`src/design/lsp2lpc_pkg.sv`:
```
// ----------------------------------------------------------------------------
// lsp2lpc_pkg
// Shared types, widths and fixed-point helpers of the lsp-to-lpc converter.
// ----------------------------------------------------------------------------
package lsp2lpc_pkg;

  localparam int COS_W  = 16;  // input cosine, Q15
  localparam int FAC_W  = 18;  // factor -2c, Q15, holds +2.0
  localparam int POLY_W = 40;  // polynomial coefficient, Q24
  localparam int PROD_W = 43;  // factor times coefficient after the shift
  localparam int ACC_W  = 45;  // update sum before saturation
  localparam int OUT_W  = 32;  // lpc coefficient, Q20
  localparam int IDX_W  = 4;
  localparam int CNT_W  = 4;

  localparam logic signed [POLY_W-1:0] ONE_Q24 = 40'sd16777216;
  localparam logic signed [ACC_W-1:0]  POLY_MAX = 45'sd549755813887;
  localparam logic signed [ACC_W-1:0]  POLY_MIN = -45'sd549755813888;
  localparam logic signed [36:0]       Q20_MAX = 37'sd2147483647;
  localparam logic signed [36:0]       Q20_MIN = -37'sd2147483648;

  // one polynomial update, as classified by the front end
  typedef struct packed {
    logic signed [FAC_W-1:0] factor;
    logic                    odd;
    logic [CNT_W-1:0]        stage;
    logic                    last;
  } cmd_t;

  typedef struct packed {
    logic signed [OUT_W-1:0] lpc_coef;
    logic [IDX_W-1:0]        coef_index;
    logic                    last_coef;
  } res_t;

  function automatic logic signed [POLY_W-1:0] sat_poly(input logic signed [ACC_W-1:0] x);
    logic signed [POLY_W-1:0] r;
    if (x > POLY_MAX) begin
      r = POLY_MAX[POLY_W-1:0];
    end else if (x < POLY_MIN) begin
      r = POLY_MIN[POLY_W-1:0];
    end else begin
      r = x[POLY_W-1:0];
    end
    return r;
  endfunction

  // halve and go from q24 to q20 with floor, then saturate to 32 bits
  function automatic logic signed [OUT_W-1:0] to_q20(input logic signed [41:0] x);
    logic signed [36:0] q;
    logic signed [OUT_W-1:0] r;
    q = 37'(x >>> 5);
    if (q > Q20_MAX) begin
      r = Q20_MAX[OUT_W-1:0];
    end else if (q < Q20_MIN) begin
      r = Q20_MIN[OUT_W-1:0];
    end else begin
      r = q[OUT_W-1:0];
    end
    return r;
  endfunction

endpackage

```
`src/design/lsp2lpc_queue.sv`:
```
// ----------------------------------------------------------------------------
// lsp2lpc_queue
// Small register fifo; depth must be a power of two.
// ----------------------------------------------------------------------------
module lsp2lpc_queue #(
  parameter int WIDTH = 8,
  parameter int DEPTH = 2
) (
  input  logic             clk,
  input  logic             rst_n,
  input  logic             push,
  input  logic [WIDTH-1:0] push_data,
  output logic             full,
  input  logic             pop,
  output logic [WIDTH-1:0] pop_data,
  output logic             empty
);

  localparam int PTR_W = (DEPTH > 1) ? $clog2(DEPTH) : 1;
  localparam int CNT_W = $clog2(DEPTH + 1);

  logic [WIDTH-1:0] mem_r [DEPTH];
  logic [PTR_W-1:0] wr_ptr_r, rd_ptr_r;
  logic [CNT_W-1:0] cnt_r, cnt_nxt;
  logic             do_push, do_pop;

  assign full     = (cnt_r == CNT_W'(DEPTH));
  assign empty    = (cnt_r == '0);
  assign do_push  = push && !full;
  assign do_pop   = pop && !empty;
  assign pop_data = mem_r[rd_ptr_r];

  always_comb begin
    cnt_nxt = cnt_r;
    if (do_push && !do_pop) begin
      cnt_nxt = cnt_r + CNT_W'(1);
    end else if (do_pop && !do_push) begin
      cnt_nxt = cnt_r - CNT_W'(1);
    end
  end

  always_ff @(posedge clk) begin
    if (!rst_n) begin
      wr_ptr_r <= '0;
      rd_ptr_r <= '0;
      cnt_r    <= '0;
    end else begin
      cnt_r <= cnt_nxt;
      if (do_push) begin
        wr_ptr_r <= wr_ptr_r + PTR_W'(1);
      end
      if (do_pop) begin
        rd_ptr_r <= rd_ptr_r + PTR_W'(1);
      end
    end
  end

  always_ff @(posedge clk) begin
    if (do_push) begin
      mem_r[wr_ptr_r] <= push_data;
    end
  end

endmodule

```
`src/design/lsp2lpc_front.sv`:
```
// ----------------------------------------------------------------------------
// lsp2lpc_front
// Takes cosines, turns each into a factor and tags polynomial, stage and end.
// ----------------------------------------------------------------------------
module lsp2lpc_front
  import lsp2lpc_pkg::*;
#(
  parameter int HALF_ORDER = 5
) (
  input  logic                    clk,
  input  logic                    rst_n,
  input  logic                    in_push,
  input  logic signed [COS_W-1:0] in_lsp_cosine,
  input  logic                    cmd_full,
  output logic                    cmd_push,
  output cmd_t                    cmd
);

  localparam logic [CNT_W-1:0] LAST_CNT = CNT_W'(2 * HALF_ORDER - 1);

  logic [CNT_W-1:0] lsp_count_r;
  logic             is_last;

  assign cmd_push = in_push && !cmd_full;
  assign is_last  = (lsp_count_r == LAST_CNT);

  // -2c is exact; -1.0 becomes +2.0, which needs the extra bit
  always_comb begin
    cmd.factor = FAC_W'(0) - {in_lsp_cosine[COS_W-1], in_lsp_cosine, 1'b0};
    cmd.odd    = lsp_count_r[0];
    cmd.stage  = {1'b0, lsp_count_r[CNT_W-1:1]} + CNT_W'(1);
    cmd.last   = is_last;
  end

  always_ff @(posedge clk) begin
    if (!rst_n) begin
      lsp_count_r <= '0;
    end else if (cmd_push) begin
      lsp_count_r <= is_last ? '0 : lsp_count_r + CNT_W'(1);
    end
  end

endmodule

```
`src/design/lsp2lpc_back.sv`:
```
// ----------------------------------------------------------------------------
// lsp2lpc_back
// Polynomial engine: rotates one polynomial through a shared update datapath
// per factor, then walks both polynomials to produce the lpc coefficients.
// ----------------------------------------------------------------------------
module lsp2lpc_back
  import lsp2lpc_pkg::*;
#(
  parameter int HALF_ORDER = 5
) (
  input  logic clk,
  input  logic rst_n,
  input  logic cmd_empty,
  input  cmd_t cmd,
  output logic cmd_pop,
  input  logic res_full,
  output logic res_push,
  output res_t res
);

  localparam int NC     = HALF_ORDER + 1;
  localparam int STEP_W = $clog2(NC + 1);
  localparam logic [STEP_W-1:0] STEP_END = STEP_W'(NC - 1);
  localparam logic [STEP_W-1:0] EMIT_END = STEP_W'(HALF_ORDER - 1);

  typedef enum logic [3:0] {
    ST_IDLE    = 4'b0001,
    ST_UPDATE  = 4'b0010,
    ST_EMIT_LO = 4'b0100,
    ST_EMIT_HI = 4'b1000
  } back_state_t;

  back_state_t state_r, state_nxt;
  logic [STEP_W-1:0] step_r, step_nxt;
  cmd_t cmd_r;

  logic signed [POLY_W-1:0] sum_r [NC];
  logic signed [POLY_W-1:0] dif_r [NC];
  logic signed [OUT_W-1:0]  stk_r [HALF_ORDER];
  logic signed [PROD_W-1:0] prod_r;
  logic signed [POLY_W-1:0] prev1_r, prev2_r;

  logic signed [POLY_W-1:0]  head;
  logic signed [57:0]        mul;
  logic signed [PROD_W-1:0]  prod_nxt;
  logic signed [ACC_W-1:0]   acc;
  logic signed [POLY_W-1:0]  upd_val;
  logic signed [40:0]        s_sum, d_dif;
  logic signed [41:0]        s_plus, s_minus;
  logic                      step_done, in_range, take_cmd;

  // update datapath: the product for coefficient j is formed one step early
  assign head     = cmd_r.odd ? dif_r[0] : sum_r[0];
  assign mul      = cmd_r.factor * head;
  assign prod_nxt = PROD_W'(mul >>> 15);
  assign in_range = (step_r != '0) && (CNT_W'(step_r) <= cmd_r.stage);

  always_comb begin
    acc = ACC_W'(head) + ACC_W'(prod_r);
    if (CNT_W'(step_r) == cmd_r.stage) begin
      // the new top coefficient takes twice the one two below (symmetry)
      acc = acc + (ACC_W'(prev2_r) <<< 1);
    end else begin
      acc = acc + ACC_W'(prev2_r);
    end
    upd_val = in_range ? sat_poly(acc) : head;
  end

  // output datapath
  assign s_sum   = 41'(sum_r[0]) + 41'(sum_r[1]);
  assign d_dif   = 41'(dif_r[1]) - 41'(dif_r[0]);
  assign s_plus  = 42'(s_sum) + 42'(d_dif);
  assign s_minus = 42'(s_sum) - 42'(d_dif);

  always_comb begin
    res_push       = 1'b0;
    res.lpc_coef   = to_q20(s_plus);
    res.coef_index = IDX_W'(step_r);
    res.last_coef  = 1'b0;
    case (state_r)
      ST_EMIT_LO: begin
        res_push = !res_full;
      end
      ST_EMIT_HI: begin
        res_push       = !res_full;
        res.lpc_coef   = stk_r[0];
        res.coef_index = IDX_W'(HALF_ORDER) + IDX_W'(step_r);
        res.last_coef  = (step_r == EMIT_END);
      end
      default: begin
      end
    endcase
  end

  assign step_done = (step_r == STEP_END);
  // a new factor is taken when idle or right as the previous one finishes, unless that one closes a frame
  assign take_cmd  = !cmd_empty &&
                     ((state_r == ST_IDLE) ||
                      ((state_r == ST_UPDATE) && step_done && !cmd_r.last));
  assign cmd_pop   = take_cmd;

  always_comb begin
    state_nxt = state_r;
    step_nxt  = step_r;
    case (state_r)
      ST_IDLE: begin
        if (take_cmd) begin
          state_nxt = ST_UPDATE;
          step_nxt  = '0;
        end
      end
      ST_UPDATE: begin
        step_nxt = step_r + STEP_W'(1);
        if (step_done) begin
          step_nxt = '0;
          if (cmd_r.last) begin
            state_nxt = ST_EMIT_LO;
          end else if (!take_cmd) begin
            state_nxt = ST_IDLE;
          end
        end
      end
      ST_EMIT_LO: begin
        if (res_push) begin
          step_nxt = step_r + STEP_W'(1);
          if (step_r == EMIT_END) begin
            step_nxt  = '0;
            state_nxt = ST_EMIT_HI;
          end
        end
      end
      ST_EMIT_HI: begin
        if (res_push) begin
          step_nxt = step_r + STEP_W'(1);
          if (step_r == EMIT_END) begin
            step_nxt  = '0;
            state_nxt = ST_IDLE;
          end
        end
      end
      default: begin
        state_nxt = ST_IDLE;
        step_nxt  = '0;
      end
    endcase
  end

  always_ff @(posedge clk) begin
    if (!rst_n) begin
      state_r <= ST_IDLE;
      step_r  <= '0;
    end else begin
      state_r <= state_nxt;
      step_r  <= step_nxt;
    end
  end

  always_ff @(posedge clk) begin
    if (take_cmd) begin
      cmd_r <= cmd;
    end
    if (take_cmd) begin
      prod_r  <= '0;
      prev1_r <= '0;
      prev2_r <= '0;
    end else if (state_r == ST_UPDATE) begin
      prod_r  <= prod_nxt;
      prev1_r <= head;
      prev2_r <= prev1_r;
    end
  end

  // polynomial rotation: the coefficient in work always sits at entry 0
  always_ff @(posedge clk) begin
    if (!rst_n || ((state_r == ST_EMIT_HI) && res_push && (step_r == EMIT_END))) begin
      for (int k = 1; k < NC; k++) begin
        sum_r[k] <= '0;
        dif_r[k] <= '0;
      end
      sum_r[0] <= ONE_Q24;
      dif_r[0] <= ONE_Q24;
    end else if (state_r == ST_UPDATE) begin
      if (cmd_r.odd) begin
        for (int k = 0; k < NC - 1; k++) begin
          dif_r[k] <= dif_r[k+1];
        end
        dif_r[NC-1] <= upd_val;
      end else begin
        for (int k = 0; k < NC - 1; k++) begin
          sum_r[k] <= sum_r[k+1];
        end
        sum_r[NC-1] <= upd_val;
      end
    end else if ((state_r == ST_EMIT_LO) && res_push) begin
      for (int k = 0; k < NC - 1; k++) begin
        sum_r[k] <= sum_r[k+1];
        dif_r[k] <= dif_r[k+1];
      end
      sum_r[NC-1] <= sum_r[0];
      dif_r[NC-1] <= dif_r[0];
    end
  end

  // upper half comes out in reverse order, so it goes through a stack
  always_ff @(posedge clk) begin
    if ((state_r == ST_EMIT_LO) && res_push) begin
      for (int k = HALF_ORDER - 1; k > 0; k--) begin
        stk_r[k] <= stk_r[k-1];
      end
      stk_r[0] <= to_q20(s_minus);
    end else if ((state_r == ST_EMIT_HI) && res_push) begin
      for (int k = 0; k < HALF_ORDER - 1; k++) begin
        stk_r[k] <= stk_r[k+1];
      end
    end
  end

endmodule

```
`src/design/lsp_to_lpc_converter.sv`:
```
// ----------------------------------------------------------------------------
// lsp_to_lpc_converter
// Converts a frame of line spectral pair cosines into lpc coefficients.
// ----------------------------------------------------------------------------
// each cosine is rotated through the single update datapath, one polynomial
//   coefficient at a time; within a frame the next cosine is taken as the previous one finishes
// the back end takes a cosine from the command queue when it is idle or finishing the previous one; after the
//   last one of a frame the results come out one per cycle while the result queue has room
// reset: synchronous, active low; clears both queues, the frame count and
//   restores both polynomials to 1.0
module lsp_to_lpc_converter
  import lsp2lpc_pkg::*;
#(
  parameter int HALF_ORDER = 5
) (
  input  logic                    clk,
  input  logic                    rst_n,
  input  logic                    in_push,
  input  logic signed [COS_W-1:0] in_lsp_cosine,
  output logic                    in_full,
  input  logic                    out_pop,
  output logic                    out_empty,
  output logic signed [OUT_W-1:0] out_lpc_coef,
  output logic [IDX_W-1:0]        out_coef_index,
  output logic                    out_last_coef
);

  localparam int CMD_W = $bits(cmd_t);
  localparam int RES_W = $bits(res_t);

  cmd_t cmd_in, cmd_head;
  res_t res_in, res_head;
  logic cmd_push, cmd_full, cmd_pop, cmd_empty;
  logic res_push, res_full;
  logic [CMD_W-1:0] cmd_head_bits;
  logic [RES_W-1:0] res_head_bits;

  assign in_full = cmd_full;

  lsp2lpc_front #(.HALF_ORDER(HALF_ORDER)) u_front (
    .clk          (clk),
    .rst_n        (rst_n),
    .in_push      (in_push),
    .in_lsp_cosine(in_lsp_cosine),
    .cmd_full     (cmd_full),
    .cmd_push     (cmd_push),
    .cmd          (cmd_in)
  );

  lsp2lpc_queue #(.WIDTH(CMD_W), .DEPTH(2)) u_cmd_q (
    .clk      (clk),
    .rst_n    (rst_n),
    .push     (cmd_push),
    .push_data(cmd_in),
    .full     (cmd_full),
    .pop      (cmd_pop),
    .pop_data (cmd_head_bits),
    .empty    (cmd_empty)
  );

  assign cmd_head = cmd_t'(cmd_head_bits);

  lsp2lpc_back #(.HALF_ORDER(HALF_ORDER)) u_back (
    .clk      (clk),
    .rst_n    (rst_n),
    .cmd_empty(cmd_empty),
    .cmd      (cmd_head),
    .cmd_pop  (cmd_pop),
    .res_full (res_full),
    .res_push (res_push),
    .res      (res_in)
  );

  lsp2lpc_queue #(.WIDTH(RES_W), .DEPTH(2)) u_res_q (
    .clk      (clk),
    .rst_n    (rst_n),
    .push     (res_push),
    .push_data(res_in),
    .full     (res_full),
    .pop      (out_pop),
    .pop_data (res_head_bits),
    .empty    (out_empty)
  );

  assign res_head       = res_t'(res_head_bits);
  assign out_lpc_coef   = res_head.lpc_coef;
  assign out_coef_index = res_head.coef_index;
  assign out_last_coef  = res_head.last_coef;

  a_cmd_no_overflow : assert property (@(posedge clk) disable iff (!rst_n)
    cmd_push |-> !cmd_full)
    else $error("command queue written while full");

  a_res_no_overflow : assert property (@(posedge clk) disable iff (!rst_n)
    res_push |-> !res_full)
    else $error("result queue written while full");

  a_last_marks_end : assert property (@(posedge clk) disable iff (!rst_n)
    !out_empty |-> (out_last_coef == (out_coef_index == IDX_W'(2 * HALF_ORDER - 1))))
    else $error("last flag does not match the final coefficient index");

  a_pop_only_when_queued : assert property (@(posedge clk) disable iff (!rst_n)
    cmd_pop |-> !cmd_empty)
    else $error("back end took a command from an empty queue");

endmodule

```
`config.mk`:
```
export PLATFORM = sky130hd
export DESIGN_NAME = lsp_to_lpc_converter
export DESIGN_NICKNAME = d
export VERILOG_FILES = /design/src/design/lsp2lpc_pkg.sv /design/src/design/lsp2lpc_queue.sv /design/src/design/lsp2lpc_front.sv /design/src/design/lsp2lpc_back.sv /design/src/design/lsp_to_lpc_converter.sv
export SDC_FILE = /design/constraint.sdc
export NUM_CORES = 2
export LEC_CHECK = 0
export ABC_AREA = 1
export BUFFER_PORTS_ARGS = -buffer_cell sky130_fd_sc_hd__buf_2
export CORE_MARGIN = 2
export CORE_UTILIZATION = 30
export CTS_BUF_LIST = sky130_fd_sc_hd__clkbuf_16
export DETAILED_ROUTE_END_ITERATION = 12
export GPL_TIMING_DRIVEN = 0
export PLACE_DENSITY_LB_ADDON = 0.15
export SYNTH_ARGS = -nofsm -noshare
export SYNTH_HDL_FRONTEND = slang
export SYNTH_HIERARCHICAL = 1
export SYNTH_SLANG_ARGS = --single-unit
```
`constraint.sdc`:
```
create_clock -name clk -period 7 [get_ports clk]
set_input_delay 0.35 -clock clk [delete_from_list [all_inputs] [get_ports clk]]
set_output_delay 0.35 -clock clk [all_outputs]
set_load 0.05 [all_outputs]
```
==> summary.txt <==
Timing
  • Final Hold Vio Count: 0
  • Max-slew violations: 0
  • Worst hold slack: 0.0633 ns
  • PnR worst setup slack: -0.239 ns
  • Final min period: 7.24 ns
  • Share of the clock period used by the worst path: 1.03
  • Unrepaired setup endpoints after global routing: true
  • Clock Skews: 0.109 ns
  • Peak Freq: 0.138 GHz
  • Slew headroom: 0.0391
  • Worst-margin pin slew: 1.44 ns
  • Setup TNS: -2.14 ns
  • Final setup viols: 19

Yosys
  • Mapped Area: 0.0803 mm²
  • Ys async rst share: 0
  • Mapped Nets: 11181
  • Syn. warnings: 6
  • Mapped Cells: 10044
  • Post-synthesis sequential area ratio: 0.320
  • Synth unique cells: 66
  • Avg Synthesized Cell Area: 7.99 µm²
  • Flops & latches, synth: 930
  • Post-synth EDFFs: 706
  • Main flop type after synthesis: edfxtp_1

Routing
  • Wirelength per Cell: 23.9 µm
  • DRC viols: 0
  • Vias: 68596
  • Initial DRC count: 4875
  • DR vias/cell: 4.85
  • WL final: 338000 µm
  • ANT nets after route: 0
  • First drt pass iteration count: 8

Critical path
  • CP Capture Type: register
  • CP required: 7.69 ns
  • Reg2Reg Setup Slack: -0.24 ns
  • Top delay family on crit path: adder cells
  • Buf+Inv Stages, Crit Path: 9
  • CP Max Fanout: 5
  • Slowest CP cell: fa_1
  • Crit path launch type: register
  • CP dominant cell by count: fa_1
  • Worst Setup Path Type: register to register
  • CP arrival: 7.93 ns
  • CP max stage delay: 0.62 ns

Floorplanning
  • Row cnt: 189
  • # IOs: 59
  • Die area: 0.272 mm²
  • Initial cell density of the core: 0.302
  • CORE AREA: 0.266 mm²
  • Die span in y: 521 µm
  • Die Wd: 521 µm

Status
  • Outcome: complete, but fails checks
  • Failing checks: setup timing

Finish
  • Synthesis-to-finish area growth: 22.5%
  • Filler Cells Inserted: 27602
  • Area of the multi-input gates: 0.0516 mm²
  • FF+latch area: 0.0257 mm²
  • Nets: 11661
  • Layout cells sized above 1: 0.159

Job
  • Max Cap Violations: 0

Clock tree
  • CTS buffer count: 109
  • Root Buffer: clkbuf_16
  • H-tree depth: 3
  • CTS tree: built
  • Clk pin slew, worst setup/hold paths: 0.06 ns
  • Worst-Skew Late Latency: 0.77 ns
  • Sink Count: 930
  • Max Root-Sink Buffers: 3

Global route
  • Initial antenna violation count: 10
  • GRT overflow: 0
  • Largest net degree at the start of global routing: 67
  • First-pass GRT wire length: 483000 µm
  • Vias in the first global route: 69754
  • Total Routing Usage GR: 0.245

Place
  • HPWL after DPL: 277000 µm
  • PortBufs: 58
  • Placer Congestion: 1.04

Hold path
  • Worst min path class: input pin to register
sequential cells by signal, indices dropped and copies added, names as in the netlist, named ones only:
signal               flops
u_back/sum_r           240
u_res_q/cnt_r            2
u_back/state_r           4
u_back/prev2_r          40
u_front/lsp_count_r      4
u_back/dif_r           240
u_back/stk_r           160
u_res_q/mem_r           74
u_cmd_q/cnt_r            2
u_cmd_q/rd_ptr_r         1
u_back/prev1_r          40
u_back/cmd_r            24
u_cmd_q/wr_ptr_r         1
u_cmd_q/mem_r           48
u_back/prod_r           43
u_back/step_r            3
u_res_q/wr_ptr_r         1
u_res_q/rd_ptr_r         1
cells in the mapped netlist (all sizes together) (34+ instances only):
cell type | number | area, µm²
xnor2 | 70 | 613
clkbuf | 197 | 741
o21bai | 43 | 323
o21ai | 399 | 2020
edfxtp | 706 | 21200
nor2 | 1290 | 4940
nand2 | 2395 | 9030
buf | 137 | 749
nand3 | 300 | 1500
nand4 | 37 | 231
a21oi | 669 | 3360
a31oi | 45 | 282
or2 | 57 | 357
nor3 | 55 | 327
mux2 | 61 | 875
a21o | 36 | 270
nor4 | 34 | 225
dfxtp | 224 | 4480
xor2 | 186 | 1630
fa | 685 | 13700
inv | 1843 | 6920
ha | 432 | 5410
worst min-delay path: stages:
cell and delay, ns:
buf_2 0.09, inv_1 0.04, nor2_1 0.10, nor2_1 0.14, nor2_1 0.06
layout by cell type (no fill, tap or decap), types with 57 or more instances in the layout:
| cell type | n |
|---|---|
| nand2_2 | 106 |
| inv_1 | 1757 |
| buf_12 | 65 |
| buf_2 | 121 |
| nand3_1 | 250 |
| fa_1 | 649 |
| o21ai_0 | 298 |
| nor2_1 | 1161 |
| edfxtp_1 | 706 |
| a21oi_2 | 57 |
| a21oi_1 | 570 |
| clkbuf_1 | 145 |
| nor2_2 | 71 |
| nand2_1 | 2173 |
| ha_4 | 75 |
| dfxtp_1 | 224 |
| clkbuf_16 | 131 |
| inv_2 | 65 |
| ha_1 | 344 |
| nand2_4 | 82 |
| xor2_1 | 152 |
| xnor2_1 | 58 |
| buf_4 | 230 |
| nor2_4 | 57 |
final cells by class:
cell class,instances,share of cell area
flip-flops and latches,930,0.261
inverters,1846,0.0723
multi-input cells,6934,0.524
diodes,3,0.0000764
well taps,3533,0.0450
plain buffers,324,0.0231
clock inverters,92,0.00873
clock buffers,112,0.0285
repair buffers,379,0.0367
stage by stage:
step / worst slack, ns / std cells / util / cell area (µm²)
after floorplan: 0.150 / 10044 / - / 80300
after global placement: -4.50 / 13635 / 0.320 / 85000
after detailed placement: -4.27 / 13653 / 0.322 / 85400
after CTS: -0.489 / 14014 / 0.353 / 93800
after global routing: -0.328 / 14151 / 0.370 / 98300
final: -0.239 / 14153 / 0.370 / 98300
routing by layer:
metal | track usage | wire length [µm] | share of wire
met5 | 0 | 13 | 0.000038
met4 | 0.130 | 23100 | 0.068
met3 | 0.0245 | 14500 | 0.043
met2 | 0.420 | 161000 | 0.48
met1 | 0.303 | 139000 | 0.41
path summary, 6_finish.rpt:
path	from	endpoint	cells after the start
max	u_back/cmd_r[5]	u_back/prod_r[41]	27
min	out_pop	u_res_q/rd_ptr_r	5
max reg2reg	u_back/cmd_r[5]	u_back/prod_r[41]	27
min reg2reg	u_back/dif_r[2][21]	u_back/dif_r[2][21]	2
kinds of logic after synthesis:
group           share of synthesized area
simple gates                        0.209
buf+inv                             0.105
compound gates                     0.0888
fa+ha+maj                           0.238
flops                               0.320
xor+xnor                           0.0279
mux                                0.0114
other cells                     0.0000467
repair_timing:
action | CTS | global route
gates cloned | 3 | 8
hold endpoints to repair | 35 | 0
hold buffers | 17 | 0
buffers inserted | 140 | 137
pin swaps | 117 | 284
gates resized for setup | 809 | 802
endpoints found under the setup margin | 123 | 185
Power is left out: the tool's default activity adds up to more than one toggle a clock period on the data nets, which glitch-free logic cannot reach.
